$ cat src/hw/rtl/pcmf_pkg.sv
// Shared constants, types and the controller state encoding for the
// per-channel median filter. No dependencies.
`timescale 1ns / 1ps

package pcmf_pkg;

	localparam int CHANNELS = 4;
	localparam int WINDOW   = 10;

	localparam int SAMPLE_W = 12;
	localparam int CHAN_W   = 2;

	localparam int SLOT_W   = $clog2(WINDOW);
	localparam int CH_IDX_W = (CHANNELS > 1) ? $clog2(CHANNELS) : 1;
	localparam int DEPTH    = CHANNELS * WINDOW;
	localparam int ADDR_W   = $clog2(DEPTH);

	// Ranks (from zero) of the two middle values of the sorted window.
	localparam int MID_LO = (WINDOW - 1) / 2;
	localparam int MID_HI = WINDOW / 2;

	typedef enum logic [2:0] {
		ST_IDLE,
		ST_WRITE,
		ST_READ,
		ST_DRAIN,
		ST_FINISH
	} pcmf_state_t;

	// Commands from the controller to the datapath.
	typedef struct packed {
		logic load_in;
		logic write;
		logic clear_sort;
		logic rd_issue;
		logic out_load;
	} pcmf_cmd_t;

	// Status from the datapath to the controller.
	typedef struct packed {
		logic rd_last;
		logic out_free;
	} pcmf_sts_t;

endpackage

$ cat src/hw/rtl/per_channel_median_filter.sv
// Per-channel sliding-window median filter, top level.
// An accepted request passes the write, read, drain and finish states, the
// single read port of the window memory being read once per stored entry; a
// new request is accepted only after the result enters the output register.
// Reset (arst_n, asynchronous) empties every window to zeros through valid
// bits and clears the slot pointers; no clearing pass is needed.
`timescale 1ns / 1ps

module per_channel_median_filter
	import pcmf_pkg::*;
(
	input  logic                clk,
	input  logic                arst_n,
	input  logic                in_valid,
	output logic                in_ready,
	input  logic [CHAN_W-1:0]   channel,
	input  logic [SAMPLE_W-1:0] sample,
	output logic                out_valid,
	input  logic                out_ready,
	output logic [CHAN_W-1:0]   channel_out,
	output logic [SAMPLE_W-1:0] filtered
);

	// The controller sequences each request: write the new sample over the
	// channel's oldest entry, stream the channel's window out of memory one
	// entry per cycle into the insertion sorter, then average the two middle
	// ranks into the output register. The output register lets a new request
	// be accepted while the previous result still waits to be taken.
	pcmf_cmd_t cmd;
	pcmf_sts_t sts;

	pcmf_ctrl u_ctrl (
		.clk      (clk),
		.arst_n   (arst_n),
		.in_valid (in_valid),
		.in_ready (in_ready),
		.sts      (sts),
		.cmd      (cmd)
	);

	// The datapath holds all storage; a channel index beyond the configured
	// count leaves the state alone and reports a filtered value of zero.
	pcmf_dp u_dp (
		.clk         (clk),
		.arst_n      (arst_n),
		.channel     (channel),
		.sample      (sample),
		.cmd         (cmd),
		.sts         (sts),
		.out_valid   (out_valid),
		.out_ready   (out_ready),
		.channel_out (channel_out),
		.filtered    (filtered)
	);

endmodule

$ cat src/hw/rtl/pcmf_ctrl.sv
// Controller state machine of the per-channel median filter.
// Depends on pcmf_pkg for the state type and the command and status structs.
`timescale 1ns / 1ps

module pcmf_ctrl
	import pcmf_pkg::*;
(
	input  logic        clk,
	input  logic        arst_n,
	input  logic        in_valid,
	output logic        in_ready,
	input  pcmf_sts_t   sts,
	output pcmf_cmd_t   cmd
);

	pcmf_state_t state_q;
	pcmf_state_t state_d;

	always_ff @(posedge clk or negedge arst_n) begin
		if (!arst_n) begin
			state_q <= ST_IDLE;
		end else begin
			state_q <= state_d;
		end
	end

	always_comb begin
		state_d  = state_q;
		cmd      = '0;
		in_ready = 1'b0;
		unique case (state_q)
			ST_IDLE: begin
				in_ready = 1'b1;
				if (in_valid) begin
					cmd.load_in = 1'b1;
					state_d     = ST_WRITE;
				end
			end
			ST_WRITE: begin
				cmd.write      = 1'b1;
				cmd.clear_sort = 1'b1;
				state_d        = ST_READ;
			end
			ST_READ: begin
				cmd.rd_issue = 1'b1;
				if (sts.rd_last) begin
					state_d = ST_DRAIN;
				end
			end
			ST_DRAIN: begin
				// The last window entry is inserted into the sorter here.
				state_d = ST_FINISH;
			end
			ST_FINISH: begin
				if (sts.out_free) begin
					cmd.out_load = 1'b1;
					state_d      = ST_IDLE;
				end
			end
			default: begin
				state_d = ST_IDLE;
			end
		endcase
	end

endmodule

$ cat src/hw/rtl/pcmf_dp.sv
// Datapath of the per-channel median filter: window memory with per-entry
// valid bits, oldest-slot pointers, insertion sorter and output register.
// Depends on pcmf_pkg.
`timescale 1ns / 1ps

module pcmf_dp
	import pcmf_pkg::*;
(
	input  logic                clk,
	input  logic                arst_n,
	input  logic [CHAN_W-1:0]   channel,
	input  logic [SAMPLE_W-1:0] sample,
	input  pcmf_cmd_t           cmd,
	output pcmf_sts_t           sts,
	output logic                out_valid,
	input  logic                out_ready,
	output logic [CHAN_W-1:0]   channel_out,
	output logic [SAMPLE_W-1:0] filtered
);

	logic [CHAN_W-1:0]   chan_q;
	logic [SAMPLE_W-1:0] sample_q;
	logic                chan_ok_q;

	logic [SLOT_W-1:0]   slot_q [CHANNELS];
	logic [SLOT_W-1:0]   rd_cnt_q;
	logic [DEPTH-1:0]    vld_q;

	logic [SAMPLE_W-1:0] mem [DEPTH];
	logic [SAMPLE_W-1:0] rd_data_s1;
	logic                rd_vld_s1;
	logic                ins_s1;

	logic [SAMPLE_W-1:0] srt_q [WINDOW];
	logic [SAMPLE_W-1:0] ins_val;
	logic [WINDOW-1:0]   gt;

	logic                out_valid_q;
	logic [CHAN_W-1:0]   chan_out_q;
	logic [SAMPLE_W-1:0] filtered_q;

	logic [CH_IDX_W-1:0] ch_idx;
	logic [SLOT_W-1:0]   wslot;
	logic [ADDR_W-1:0]   waddr;
	logic [ADDR_W-1:0]   raddr;
	logic                do_write;
	logic [SAMPLE_W:0]   mid_sum;

	assign ch_idx   = CH_IDX_W'(chan_q);
	assign wslot    = slot_q[ch_idx];
	assign waddr    = ADDR_W'(int'(chan_q) * WINDOW + int'(wslot));
	assign raddr    = ADDR_W'(int'(chan_q) * WINDOW + int'(rd_cnt_q));
	assign do_write = cmd.write && chan_ok_q;

	assign sts.rd_last  = (int'(rd_cnt_q) == WINDOW - 1);
	assign sts.out_free = !out_valid_q || out_ready;

	// Captured request fields.
	always_ff @(posedge clk) begin
		if (cmd.load_in) begin
			chan_q    <= channel;
			sample_q  <= sample;
			chan_ok_q <= (int'(channel) < CHANNELS);
		end
	end

	// Window memory: one write port, one registered read port.
	always_ff @(posedge clk) begin
		if (do_write) begin
			mem[waddr] <= sample_q;
		end
		if (cmd.rd_issue) begin
			rd_data_s1 <= mem[raddr];
		end
	end

	// Control state: valid bits, slot pointers, read counter, pipeline flag.
	always_ff @(posedge clk or negedge arst_n) begin
		if (!arst_n) begin
			vld_q     <= '0;
			rd_cnt_q  <= '0;
			ins_s1    <= 1'b0;
			rd_vld_s1 <= 1'b0;
			for (int i = 0; i < CHANNELS; i++) begin
				slot_q[i] <= '0;
			end
		end else begin
			ins_s1 <= cmd.rd_issue;
			if (cmd.rd_issue) begin
				rd_vld_s1 <= vld_q[raddr];
			end
			if (do_write) begin
				vld_q[waddr] <= 1'b1;
				if (int'(wslot) == WINDOW - 1) begin
					slot_q[ch_idx] <= '0;
				end else begin
					slot_q[ch_idx] <= wslot + SLOT_W'(1);
				end
			end
			if (cmd.write) begin
				rd_cnt_q <= '0;
			end else if (cmd.rd_issue) begin
				rd_cnt_q <= rd_cnt_q + SLOT_W'(1);
			end
		end
	end

	// Entries never written read as the reset value of zero.
	assign ins_val = rd_vld_s1 ? rd_data_s1 : '0;

	always_comb begin
		for (int i = 0; i < WINDOW; i++) begin
			gt[i] = (srt_q[i] > ins_val);
		end
	end

	// Insertion sorter: ascending, preset to all ones so that after WINDOW
	// insertions it holds exactly the inserted values.
	always_ff @(posedge clk) begin
		if (cmd.clear_sort) begin
			for (int i = 0; i < WINDOW; i++) begin
				srt_q[i] <= '1;
			end
		end else if (ins_s1) begin
			for (int i = 0; i < WINDOW; i++) begin
				if (i > 0 && gt[(i > 0) ? i - 1 : 0]) begin
					srt_q[i] <= srt_q[(i > 0) ? i - 1 : 0];
				end else if (gt[i]) begin
					srt_q[i] <= ins_val;
				end
			end
		end
	end

	assign mid_sum = {1'b0, srt_q[MID_LO]} + {1'b0, srt_q[MID_HI]};

	// Output register.
	always_ff @(posedge clk or negedge arst_n) begin
		if (!arst_n) begin
			out_valid_q <= 1'b0;
		end else if (cmd.out_load) begin
			out_valid_q <= 1'b1;
		end else if (out_ready) begin
			out_valid_q <= 1'b0;
		end
	end

	always_ff @(posedge clk) begin
		if (cmd.out_load) begin
			chan_out_q <= chan_q;
			filtered_q <= chan_ok_q ? mid_sum[SAMPLE_W:1] : '0;
		end
	end

	assign out_valid   = out_valid_q;
	assign channel_out = chan_out_q;
	assign filtered    = filtered_q;

endmodule

$ cat config.mk
export PLATFORM = sky130hd
export DESIGN_NAME = per_channel_median_filter
export DESIGN_NICKNAME = d
export VERILOG_FILES = /design/src/hw/rtl/pcmf_pkg.sv /design/src/hw/rtl/per_channel_median_filter.sv /design/src/hw/rtl/pcmf_ctrl.sv /design/src/hw/rtl/pcmf_dp.sv
export SDC_FILE = /design/constraint.sdc
export NUM_CORES = 1
export LEC_CHECK = 0
export ABC_AREA = 1
export ABC_CLOCK_PERIOD_IN_PS = 10100
export BUFFER_PORTS_ARGS = -buffer_cell sky130_fd_sc_hd__buf_2
export CAP_MARGIN = 40
export CORE_ASPECT_RATIO = 1.5
export CORE_MARGIN = 2
export CORE_UTILIZATION = 28
export DETAILED_ROUTE_END_ITERATION = 10
export PLACE_DENSITY = 0.43
export SYNTH_ARGS = -nofsm -noshare
export SYNTH_HDL_FRONTEND = slang
export SYNTH_SLANG_ARGS = --single-unit
$ cat constraint.sdc
create_clock -name clk -period 10.1 [get_ports clk]
set_input_delay 1.515 -clock clk [delete_from_list [all_inputs] [get_ports clk]]
set_output_delay 1.515 -clock clk [all_outputs]
set_load 0.02 [all_outputs]
==> results of run 1 <==
==> flip-flops by register name (all words and copies together), names as in the netlist <==
signal            flops
u_dp.slot_q          16
u_dp.ins_s1           1
u_dp.vld_q           40
u_dp.mem            480
u_dp.filtered        12
u_dp.sample_q        12
u_dp.channel_out      2
u_dp.rd_cnt_q         4
u_dp.srt_q           72
u_dp.ch_idx           2
u_dp.rd_vld_s1        1
u_dp.out_valid        1
u_ctrl.state_q        3
u_dp.rd_data_s1      12
==> area by class of cell <==
cell class              count  area (um^2)  area share (%)
well taps                1314         1640            4.99
multi-input cells        1592         8390            25.4
flip-flops and latches    658        19400            58.9
clock inverters            36          454            1.38
inverters                 130          498            1.51
repair buffers             99          737            2.24
clock buffers              88         1820            5.51
==> metal layers <==
metal	vias to the layer above	global-route usage [%]	part of all wire, %
met5	-	0	0
met4	0	9.18	5.5
met3	190	2.58	3.7
met2	503	30.5	52
met1	9647	19.0	39
li1	9074	-	-
==> report_power, final <==
group / switching, mW / internal [mW]
sequential: 0.215 / 3.55
clock: 1.14 / 1.46
combinational: 2.98 / 1.06
==> cell usage in the layout (no fill, tap or decap), types with 4 or more instances in the layout <==
master,count
sky130_fd_sc_hd__edfxtp_1,592
sky130_fd_sc_hd__nor2_1,423
sky130_fd_sc_hd__o21ai_0,309
sky130_fd_sc_hd__nand2_1,268
sky130_fd_sc_hd__nand3_1,206
sky130_fd_sc_hd__inv_1,120
sky130_fd_sc_hd__o211ai_1,104
sky130_fd_sc_hd__ha_1,92
sky130_fd_sc_hd__clkbuf_16,68
sky130_fd_sc_hd__dfrtp_1,65
sky130_fd_sc_hd__a21oi_1,63
sky130_fd_sc_hd__buf_4,59
sky130_fd_sc_hd__buf_2,33
sky130_fd_sc_hd__o221ai_1,17
sky130_fd_sc_hd__clkbuf_1,16
sky130_fd_sc_hd__clkinv_2,14
sky130_fd_sc_hd__nand4_1,13
sky130_fd_sc_hd__o21ai_1,12
sky130_fd_sc_hd__nand2_2,10
sky130_fd_sc_hd__o22ai_1,8
sky130_fd_sc_hd__or2_1,8
sky130_fd_sc_hd__xor2_1,7
sky130_fd_sc_hd__clkinv_1,7
sky130_fd_sc_hd__nor3_1,7
sky130_fd_sc_hd__o21a_1,6
sky130_fd_sc_hd__bufinv_16,6
sky130_fd_sc_hd__inv_2,5
sky130_fd_sc_hd__xnor2_1,5
sky130_fd_sc_hd__inv_16,5
sky130_fd_sc_hd__a22oi_1,4
sky130_fd_sc_hd__o21bai_1,4
sky130_fd_sc_hd__a31oi_1,4
sky130_fd_sc_hd__clkbuf_8,4
==> worst max path at each step <==
stage	cells past startpoint	slack, ns	from	to
floorplan	10	6.84	u_dp.ch_idx[1]$_DFFE_PP_	u_dp.mem[10][0]$_DFFE_PP_
global placement	12	5.68	u_dp.ch_idx[1]$_DFFE_PP_	u_dp.mem[22][1]$_DFFE_PP_
detailed placement	12	5.67	u_dp.ch_idx[1]$_DFFE_PP_	u_dp.mem[11][11]$_DFFE_PP_
CTS	12	5.61	u_dp.ch_idx[1]$_DFFE_PP_	u_dp.mem[11][9]$_DFFE_PP_
global route	12	5.45	u_dp.ch_idx[1]$_DFFE_PP_	u_dp.mem[25][4]$_DFFE_PP_
finish	11	5.83	u_dp.ch_idx[1]$_DFFE_PP_	u_dp.mem[25][6]$_DFFE_PP_
==> stage by stage <==
| stage | instances | worst slack, ns | area, um^2 | hold slack [ns] |
|---|---|---|---|---|
| 5_1_grt | 3917 | 5.45 | 33000 | 0.476 |
| 2_1_floorplan | 2502 | 6.84 | 28900 | 0.427 |
| 3_3_place_gp | 3753 | 5.68 | 30300 | 0.439 |
| 3_5_place_dp | 3785 | 5.67 | 30600 | 0.445 |
| 4_1_cts | 3909 | 5.61 | 32900 | 0.460 |
| 6_report | 3917 | 5.83 | 33000 | 0.456 |
==> worst min-delay path, stage by stage (launching register included) <==
cell	delay, ns
sky130_fd_sc_hd__dfrtp_1	0.32
sky130_fd_sc_hd__inv_1	0.04
sky130_fd_sc_hd__o21ai_0	0.06
==> logic make-up after synthesis <==
kind of cell             count (synthesis)  synth area share (%)
AO/OA/AOI/OAI                          535                  10.6
XOR/XNOR                                13                 0.420
adder cells (fa/ha/maj)                 96                  4.23
buffers and inverters                  252                  3.90
flip-flops                             658                  67.2
AND/OR/NAND/NOR                        948                  13.7
==> results.json, run 1 <==
{
  "run_status": "completed",
  "fin_crit_ns": 4.27,
  "global_route_total_overflow": 0,
  "start_util_pct": 28.2,
  "io_pins": 34,
  "height_of_the_die_um": 398,
  "remaining_drc_errors": 0,
  "num-nets-final": 2663,
  "synth_seq_cells": 658,
  "clock_tree_from_tritoncts": "yes",
  "cp-start-kind": "register",
  "final.setup.tns_ns": 0,
  "r2r_setup_slack_ns": 5.83,
  "finalWirelength_um": 89100,
  "async_reset_ff_share_pct": 10.0,
  "timing_hold_violations_final": 0,
  "placementRows": 144,
  "drive_above_1_share_pct": 8.99,
  "synth_common_cells": "sky130_fd_sc_hd__edfxtp_1 (592), sky130_fd_sc_hd__nor2_1 (423), sky130_fd_sc_hd__o21ai_0 (309)",
  "final_cycle_share_pct": 42.3,
  "groute.usage.overall_pct": 16.9,
  "clock_sinks": 658,
  "worstHoldEndpoint": "u_dp.vld_q[24]$_DFFE_PN0P_",
  "postCtsSetupRepairBufs": 0,
  "rsz0062_at_grt": "false",
  "pwr_density_cell_mw_per_mm2": 315,
  "synth.top_cells.by_area": "sky130_fd_sc_hd__edfxtp_1 (61%), sky130_fd_sc_hd__dfrtp_1 (5.7%), sky130_fd_sc_hd__nor2_1 (5.5%), sky130_fd_sc_hd__o21ai_0 (5.3%), sky130_fd_sc_hd__ha_1 (4.0%)",
  "cts.path.max_buffers": 3,
  "area_growth_syn_to_layout_pct": 14.0,
  "cts.hold.buffers_added": 0,
  "worst_path_dominant_cell_family": "simple AND/OR/NAND/NOR gates",
  "cp_slowest_cell": "sky130_fd_sc_hd__nor2_1",
  "finalSetupViolations": 0,
  "coreArea_mm2": 0.103,
  "place_congestion": 0.876,
  "number_of_nets_with_antenna_violations_after_routing": 0,
  "timing.final.max_slew_violations": 0,
  "max_freq_ghz": 0.234,
  "clock_tree.htree_level_count": 3,
  "critical_path.max_fanout": 16,
  "syn_area_mm2": 0.0289,
  "clock-skew-final_ns": 0.0377,
  "n_antenna_cell": 0,
  "clkTransAtPathRegs_ns": 0.07,
  "dr_total_vias": 19400,
  "vdd_drop_max_uv": 196,
  "critPathArrivalTime_ns": 4.56,
  "r2r_cells": 11,
  "floorplan.die_area_mm2": 0.106,
  "path_class": "register to register",
  "routedWlPerCell_um": 22.7,
  "kind_of_path_behind_the_tightest_hold_check": "register to register",
  "power_leakage_nw": 11.5,
  "synth_largest_type_area_fraction_pct": 61.5,
  "path_buf_inv": 3,
  "grt_max_degree": 223,
  "whs_path_depth": 2,
  "synth_top_area_cell": "sky130_fd_sc_hd__edfxtp_1",
  "cap_viol_max_count": 0,
  "fillerInstances": 10200,
  "top_count_cell_post_synth": "sky130_fd_sc_hd__edfxtp_1",
  "critical_path.endpoint_type": "register",
  "max_stage_delay_ns": 0.93,
  "number_of_enable_type_register_cells_in_the_synthesized_netlist": 592,
  "sequential_area_share_after_synthesis_pct": 67.2,
  "die-width_um": 266,
  "grt_first_pass_wirelength_um": 132000,
  "worst_slew_pin_slew_ns": 1.01,
  "syn_inst": 2502,
  "cts-buffers-inserted": 68,
  "worstReg2RegStart": "u_dp.ch_idx[1]$_DFFE_PP_",
  "drt-initial-drc-count": 1413,
  "synth_fp_nets": 2616,
  "cts_repair_resize_count": 0,
  "vias_per_cell": 4.96,
  "final_util_pct": 32.2,
  "dominantRegCellSynth": "sky130_fd_sc_hd__edfxtp_1",
  "worstReg2RegEnd": "u_dp.mem[25][6]$_DFFE_PP_",
  "totalPowerFinal_mw": 10.4,
  "place_hpwl_um": 57000,
  "crit_path_cell_trace": "inv_2 > nand2_2 > inv_1 > a22oi_1 > nand3_1 > ha_1 > inv_1 > nor2_1 > o21ai_0 > nand3_1 > nor2_1",
  "root_buffer_cell": "sky130_fd_sc_hd__clkbuf_16",
  "ys_types": 44,
  "min_from": "u_dp.vld_q[24]$_DFFE_PN0P_",
  "synth_area_per_cell_um2": 11.6,
  "dr.pass1.iters": 8,
  "grt_pass1_vias": 19700,
  "critical_path_required_ns": 10.39,
  "placement.io_buffers": 33,
  "clock_latency_ns": 0.67,
  "grt_antenna_before_repair": 0,
  "slew_headroom_pct": 32.9,
  "synth_warnings": 0
}
(Power assumes the default switching activity.)
==> inputs of run 2 (changes only) <==
ABC_AREA = 0   (was 1)
ABC_CLOCK_PERIOD_IN_PS = 3900   (was 10100)
PLACE_DENSITY = 0.44   (was 0.43)
clock period = 3.9 ns   (was 10.1 ns; I/O delays follow)
==> run 2 against run 1 <==
- wire length decreased by 13%
- sequential power increased to 2.5 times the previous value
- maximum frequency increased by 18%
- critical endpoint is now u_dp.srt_q[0][20]$_SDFFCE_PN1P_
- highest routed layer unchanged
==> results.json, run 2 <==
{
  "mostFrequentLayoutCells": "sky130_fd_sc_hd__edfxtp_1 (592), sky130_fd_sc_hd__mux4_2 (146), sky130_fd_sc_hd__buf_4 (116), sky130_fd_sc_hd__nor2_1 (113), sky130_fd_sc_hd__ha_1 (92)",
  "p_clk_share_pct": 25.0,
  "synth_seq_cells": 658,
  "cts.path.max_buffers": 3,
  "power_leakage_nw": 11.5,
  "clock_sinks": 658,
  "groute.usage.overall_pct": 14.9,
  "final.setup.tns_ns": 0,
  "largest_register_ff_count": 480,
  "io_pins": 34,
  "start_util_pct": 28.3,
  "finalWirelength_um": 77800,
  "number_of_nets_with_antenna_violations_after_routing": 0,
  "synth_fp_nets": 1803,
  "drt-initial-drc-count": 946,
  "place_area_mm2": 0.0312,
  "top_register": "u_dp.mem",
  "synth_largest_type_area_fraction_pct": 61.9,
  "async_reset_ff_share_pct": 10.0,
  "height_of_the_die_um": 396,
  "power_frac_seq_pct": 36.2,
  "num-nets-final": 1947,
  "p_int_mw": 17.0,
  "cp-start-kind": "register",
  "synth_top_area_cell": "sky130_fd_sc_hd__edfxtp_1",
  "cts.hold.buffers_added": 0,
  "n_antenna_cell": 0,
  "clock_tree_from_tritoncts": "yes",
  "clock_latency_ns": 0.63,
  "floorplan.die_area_mm2": 0.105,
  "placement.io_buffers": 33,
  "timing_hold_violations_final": 0,
  "cts-buffers-inserted": 68,
  "critical_path_required_ns": 4.19,
  "clock_tree.htree_level_count": 3,
  "ys_types": 59,
  "net_sw_power_mw": 9.37,
  "final_util_pct": 33.0,
  "max_freq_ghz": 0.275,
  "place_hpwl_um": 52700,
  "worst_slew_pin_slew_ns": 0.800,
  "power_frac_comb_pct": 38.9,
  "vdd_drop_max_uv": 339,
  "drive_above_1_share_pct": 24.1,
  "syn_inst": 1689,
  "critical_path.endpoint_type": "register",
  "synth.top_cells.by_area": "sky130_fd_sc_hd__edfxtp_1 (62%), sky130_fd_sc_hd__mux4_2 (11%), sky130_fd_sc_hd__dfrtp_1 (5.7%), sky130_fd_sc_hd__ha_1 (4.0%), sky130_fd_sc_hd__mux2i_1 (2.6%)",
  "timing.final.max_slew_violations": 0,
  "path_class": "register to register",
  "layout_commonest_cell": "sky130_fd_sc_hd__edfxtp_1",
  "grt_max_degree": 47,
  "place_congestion": 0.819,
  "number_of_enable_type_register_cells_in_the_synthesized_netlist": 592,
  "biggestRegsByFlops": "u_dp.mem x480, u_dp.srt_q x72, u_dp.vld_q x40",
  "clkTransAtPathRegs_ns": 0.06,
  "cap_viol_max_count": 0,
  "postCtsSetupRepairBufs": 0,
  "critPathArrivalTime_ns": 3.93,
  "dr.pass1.iters": 5,
  "root_buffer_cell": "sky130_fd_sc_hd__clkbuf_16",
  "layout.cell_area.non_filler_mm2": 0.0335,
  "sequential_area_share_after_synthesis_pct": 67.6,
  "pwr_density_cell_mw_per_mm2": 788,
  "coreArea_mm2": 0.101,
  "grt_antenna_before_repair": 1,
  "syn_area_mm2": 0.0287,
  "die-width_um": 266,
  "dr_total_vias": 15500,
  "worst_slack_ns": 0.265,
  "grt_first_pass_wirelength_um": 114000,
  "remaining_drc_errors": 0,
  "rsz0062_at_grt": "false",
  "routedWlPerCell_um": 24.4,
  "kind_of_path_behind_the_tightest_hold_check": "primary input to async pin",
  "synth_common_cells": "sky130_fd_sc_hd__edfxtp_1 (592), sky130_fd_sc_hd__mux4_2 (146), sky130_fd_sc_hd__nor2_1 (113)",
  "synth_warnings": 0,
  "synth_area_per_cell_um2": 17.0,
  "global_route_total_overflow": 0,
  "swShare_pct": 35.5,
  "slew_headroom_pct": 46.5,
  "fin_crit_ns": 3.63,
  "critical_path.max_fanout": 24,
  "dp_slack_ns": 0.264,
  "top_count_cell_post_synth": "sky130_fd_sc_hd__edfxtp_1",
  "dominantRegCellSynth": "sky130_fd_sc_hd__edfxtp_1",
  "clock-skew-final_ns": 0.0235,
  "cts_repair_resize_count": 0,
  "run_status": "completed",
  "grt_pass1_vias": 16700,
  "placementRows": 143,
  "area_growth_syn_to_layout_pct": 16.5,
  "vias_per_cell": 4.85,
  "final_cycle_share_pct": 93.2,
  "r2r_setup_slack_ns": 0.27,
  "finalSetupViolations": 0
}
-- run 2: cell types whose count changed after synthesis, moves of 76 or more --
cell / delta
sky130_fd_sc_hd__inv_1: -99
sky130_fd_sc_hd__mux2i_1: +76
sky130_fd_sc_hd__mux4_2: +146
sky130_fd_sc_hd__nand2_1: -193
sky130_fd_sc_hd__nand3_1: -181
sky130_fd_sc_hd__nor2_1: -310
sky130_fd_sc_hd__o211ai_1: -102
sky130_fd_sc_hd__o21ai_0: -294
-- run 2: cell type report --
type                            count  area (um^2)
Clock buffer                      102         2010
Clock inverter                     23          219
Multi-Input combinational cell    924         8840
Sequential cell                   658        19400
Fill cell                        9652        68000
Tap cell                         1305         1630
Inverter                           22         82.6
Timing Repair Buffer              159         1250
-- run 2: stage by stage --
step                hold slack, ns  cells  power (mW)
floorplan                    0.289   1689        16.3
finish                      0.0164   3193        26.4
global placement             0.442   3064        20.0
CTS                        0.00735   3193        26.9
global route                0.0330   3193        27.9
detailed placement           0.446   3068        20.2
-- run 2: cells by family after synthesis --
family,count (synthesis),synth area share [%]
fa+ha+maj,96,4.26
simple gates,354,6.08
xor+xnor,13,0.396
mux,240,14.8
flops,658,67.6
buf+inv,107,1.78
compound gates,221,5.06
-- run 2: worst max-delay path, stage by stage, from the launching register on --
cell and delay [ns]:
sky130_fd_sc_hd__dfrtp_1 0.77, sky130_fd_sc_hd__nand2_1 0.46, sky130_fd_sc_hd__ha_1 0.42, sky130_fd_sc_hd__and3_1 0.17, sky130_fd_sc_hd__a221o_1 0.32, sky130_fd_sc_hd__a221oi_2 0.32, sky130_fd_sc_hd__a21o_1 0.22, sky130_fd_sc_hd__or3b_1 0.61
-- run 2: metal layers --
layer / vias up / global-route usage [%] / wire length [um]
li1: 6998 / - / -
met2: 262 / 28.9 / 43700
met4: 0 / 5.52 / 2420
met5: - / 0 / 0
met1: 8105 / 16.4 / 29500
met3: 108 / 2.02 / 2170
-- run 2: worst paths after layout --
check,to,from,cells after the start
max,u_dp.srt_q[0][20]$_SDFFCE_PN1P_,u_dp.rd_vld_s1$_DFFE_PN0P_,7
min,u_dp.vld_q[15]$_DFFE_PN0P_,arst_n,1
max reg2reg,u_dp.srt_q[0][20]$_SDFFCE_PN1P_,u_dp.rd_vld_s1$_DFFE_PN0P_,7
min reg2reg,u_dp.vld_q[6]$_DFFE_PN0P_,u_dp.vld_q[6]$_DFFE_PN0P_,1
max in group asynchronous,u_dp.vld_q[39]$_DFFE_PN0P_,arst_n,2
min in group clk,u_dp.sample_q[8]$_DFFE_PP_,sample[8],1
-- run 2: power groups by stage --
stage	logic [mW]	registers (mW)	clock network, mW
6_report	10.3	9.55	6.58
2_1_floorplan	6.70	9.55	0
3_5_place_dp	10.5	9.69	0
5_1_grt	11.2	9.62	7.04
3_3_place_gp	10.3	9.71	0
4_1_cts	10.5	9.55	6.80
==> inputs of run 3 (changes only) <==
ABC_CLOCK_PERIOD_IN_PS = 4059   (was 3900)
PLACE_DENSITY = 0.43   (was 0.44)
clock period = 4.06 ns   (was 3.9 ns; I/O delays follow)
==> run 3 against run 2 <==
- clock power shrank 0.9%
- utilization grew 0.067 points
- power shrank 3.5%
- final cell count grew 0.16%
- clock skew grew 0.010 ns
- sequential power shrank 4.0%
- via count grew 0.21%
- highest routed layer unchanged
==> results.json, run 3 (same netlist as run 2, synthesis figures left out) <==
{
  "run_status": "completed",
  "drt-initial-drc-count": 1006,
  "global_route_total_overflow": 0,
  "placement.io_buffers": 33,
  "max_stage_delay_ns": 0.93,
  "number_of_nets_with_antenna_violations_after_routing": 0,
  "groute.usage.overall_pct": 15.1,
  "hold_ws_ns": 0.131,
  "place_hpwl_um": 53900,
  "cp_slowest_cell": "sky130_fd_sc_hd__fa_4",
  "cts-buffers-inserted": 68,
  "cp-start-kind": "register",
  "cts.path.max_buffers": 3,
  "grt_antenna_before_repair": 0,
  "timing.critical_path.mode_cell": "sky130_fd_sc_hd__buf_4",
  "critPathArrivalTime_ns": 4.01,
  "grt_first_pass_wirelength_um": 114000,
  "wl_met2_um": 43600,
  "met1_length_um": 29600,
  "top_register": "u_dp.mem",
  "drive_above_1_share_pct": 24.2,
  "placementRows": 143,
  "cts.hold.buffers_added": 1,
  "clock_tree.htree_level_count": 3,
  "path_class": "register to register",
  "num-nets-final": 1952,
  "path_buf_inv": 2,
  "grt_max_degree": 57,
  "crit_start": "u_dp.ch_idx[0]$_DFFE_PP_",
  "dr_total_vias": 15500,
  "wl_met3_um": 2400,
  "totalPowerFinal_mw": 25.5,
  "postCtsSetupRepairBufs": 0,
  "vdd_drop_max_uv": 362,
  "critical_path.endpoint_type": "register",
  "critical_path_cell_count": 9,
  "mostFrequentLayoutCells": "sky130_fd_sc_hd__edfxtp_1 (592), sky130_fd_sc_hd__mux4_2 (146), sky130_fd_sc_hd__buf_4 (119), sky130_fd_sc_hd__nor2_1 (113), sky130_fd_sc_hd__ha_1 (92)",
  "fillerInstances": 9691,
  "placed_cells_incl_taps": 3072,
  "root_buffer_cell": "sky130_fd_sc_hd__clkbuf_16",
  "finalSetupViolations": 0,
  "slew_headroom_pct": 42.7,
  "rsz0062_at_grt": "false",
  "clkTransAtPathRegs_ns": 0.06,
  "fin_crit_ns": 3.64,
  "clock-skew-final_ns": 0.0339,
  "max_freq_ghz": 0.275,
  "worstReg2RegEnd": "u_dp.rd_data_s1[11]$_DFFE_PP_",
  "stdcell_count": 3198,
  "cap_viol_max_count": 0,
  "kind_of_path_behind_the_tightest_hold_check": "primary input to register",
  "worst_setup_path_endpoint": "u_dp.rd_data_s1[11]$_DFFE_PP_",
  "worst_slew_pin_slew_ns": 0.856,
  "final.setup.tns_ns": 0,
  "timing.final.max_slew_violations": 0,
  "remaining_drc_errors": 0,
  "final_util_pct": 33.1,
  "die-width_um": 266,
  "cts_repair_resize_count": 0,
  "biggestRegsByFlops": "u_dp.mem x480, u_dp.srt_q x72, u_dp.vld_q x40",
  "worstReg2RegStart": "u_dp.ch_idx[0]$_DFFE_PP_",
  "critical_path.max_fanout": 16,
  "coreArea_mm2": 0.101,
  "crit_path_cell_trace": "buf_4 > ha_4 > fa_4 > buf_4 > mux4_2 > a211oi_1 > a21oi_1 > a22oi_1 > o21ai_1",
  "clock_tree_from_tritoncts": "yes",
  "maxUsedRoutingLayer": "met4",
  "vias_per_cell": 4.85,
  "timing_hold_violations_final": 0,
  "critical_path_required_ns": 4.42,
  "r2r_cells": 9,
  "final_cycle_share_pct": 89.7,
  "largest_register_ff_count": 480,
  "start_util_pct": 28.3,
  "area_growth_syn_to_layout_pct": 16.7,
  "layout_commonest_cell": "sky130_fd_sc_hd__edfxtp_1",
  "dr.pass1.iters": 5,
  "routedWlPerCell_um": 24.7,
  "place_congestion": 0.827,
  "floorplan.die_area_mm2": 0.105,
  "grt_pass1_vias": 16700,
  "pwr_density_cell_mw_per_mm2": 759,
  "r2r_setup_slack_ns": 0.42,
  "power_leakage_nw": 11.5,
  "height_of_the_die_um": 396,
  "io_pins": 34,
  "clock_latency_ns": 0.65,
  "clock_sinks": 658,
  "worst_path_dominant_cell_family": "adder cells",
  "finalWirelength_um": 79000
}
-- run 3: metrics by stage --
stage                     instance area (um^2)  setup WS (ns)
after floorplan                          28700          0.372
after global placement                   31100          0.296
final                                    33500          0.417
after global routing                     33500          0.268
after detailed placement                 31200          0.454
after CTS                                33500          0.431
-- run 3: how the worst min path moves through the flow --
stage	start	depth (start not counted)	end
4_1_cts	sample[8]	1	u_dp.sample_q[8]$_DFFE_PP_
2_1_floorplan	arst_n	0	u_ctrl.state_q[0]$_DFFE_PN0P_
6_report	sample[0]	1	u_dp.sample_q[0]$_DFFE_PP_
3_3_place_gp	u_dp.vld_q[30]$_DFFE_PN0P_	1	u_dp.vld_q[30]$_DFFE_PN0P_
5_1_grt	sample[9]	1	u_dp.sample_q[9]$_DFFE_PP_
3_5_place_dp	u_dp.vld_q[30]$_DFFE_PN0P_	1	u_dp.vld_q[30]$_DFFE_PN0P_
-- run 3: area by class of cell --
class                      instances  area, um^2  area share, %
clock buffer                      92        1860           5.55
sequential                       658       19400           57.9
tap                             1305        1630           4.87
antenna                            1        2.50        0.00746
timing repair buffer             164        1250           3.72
multi-input combinational        924        8830           26.3
inverter                          22        82.6          0.246
clock inverter                    32         445           1.33
-- run 3: where the power goes --
part | switching [mW] | internal (mW) | leakage (nW)
logic | 5.81 | 3.95 | 4.32
registers | 0.519 | 8.65 | 6.09
clock network | 2.74 | 3.78 | 1.12
total | 9.07 | 16.4 | 11.5
-- run 3: metal layers --
| metal | up-vias | track usage, % |
|---|---|---|
| li1 | 7004 | - |
| met1 | 8074 | 16.6 |
| met2 | 312 | 28.5 |
| met3 | 116 | 1.95 |
| met4 | 0 | 7.28 |
| met5 | - | 0 |
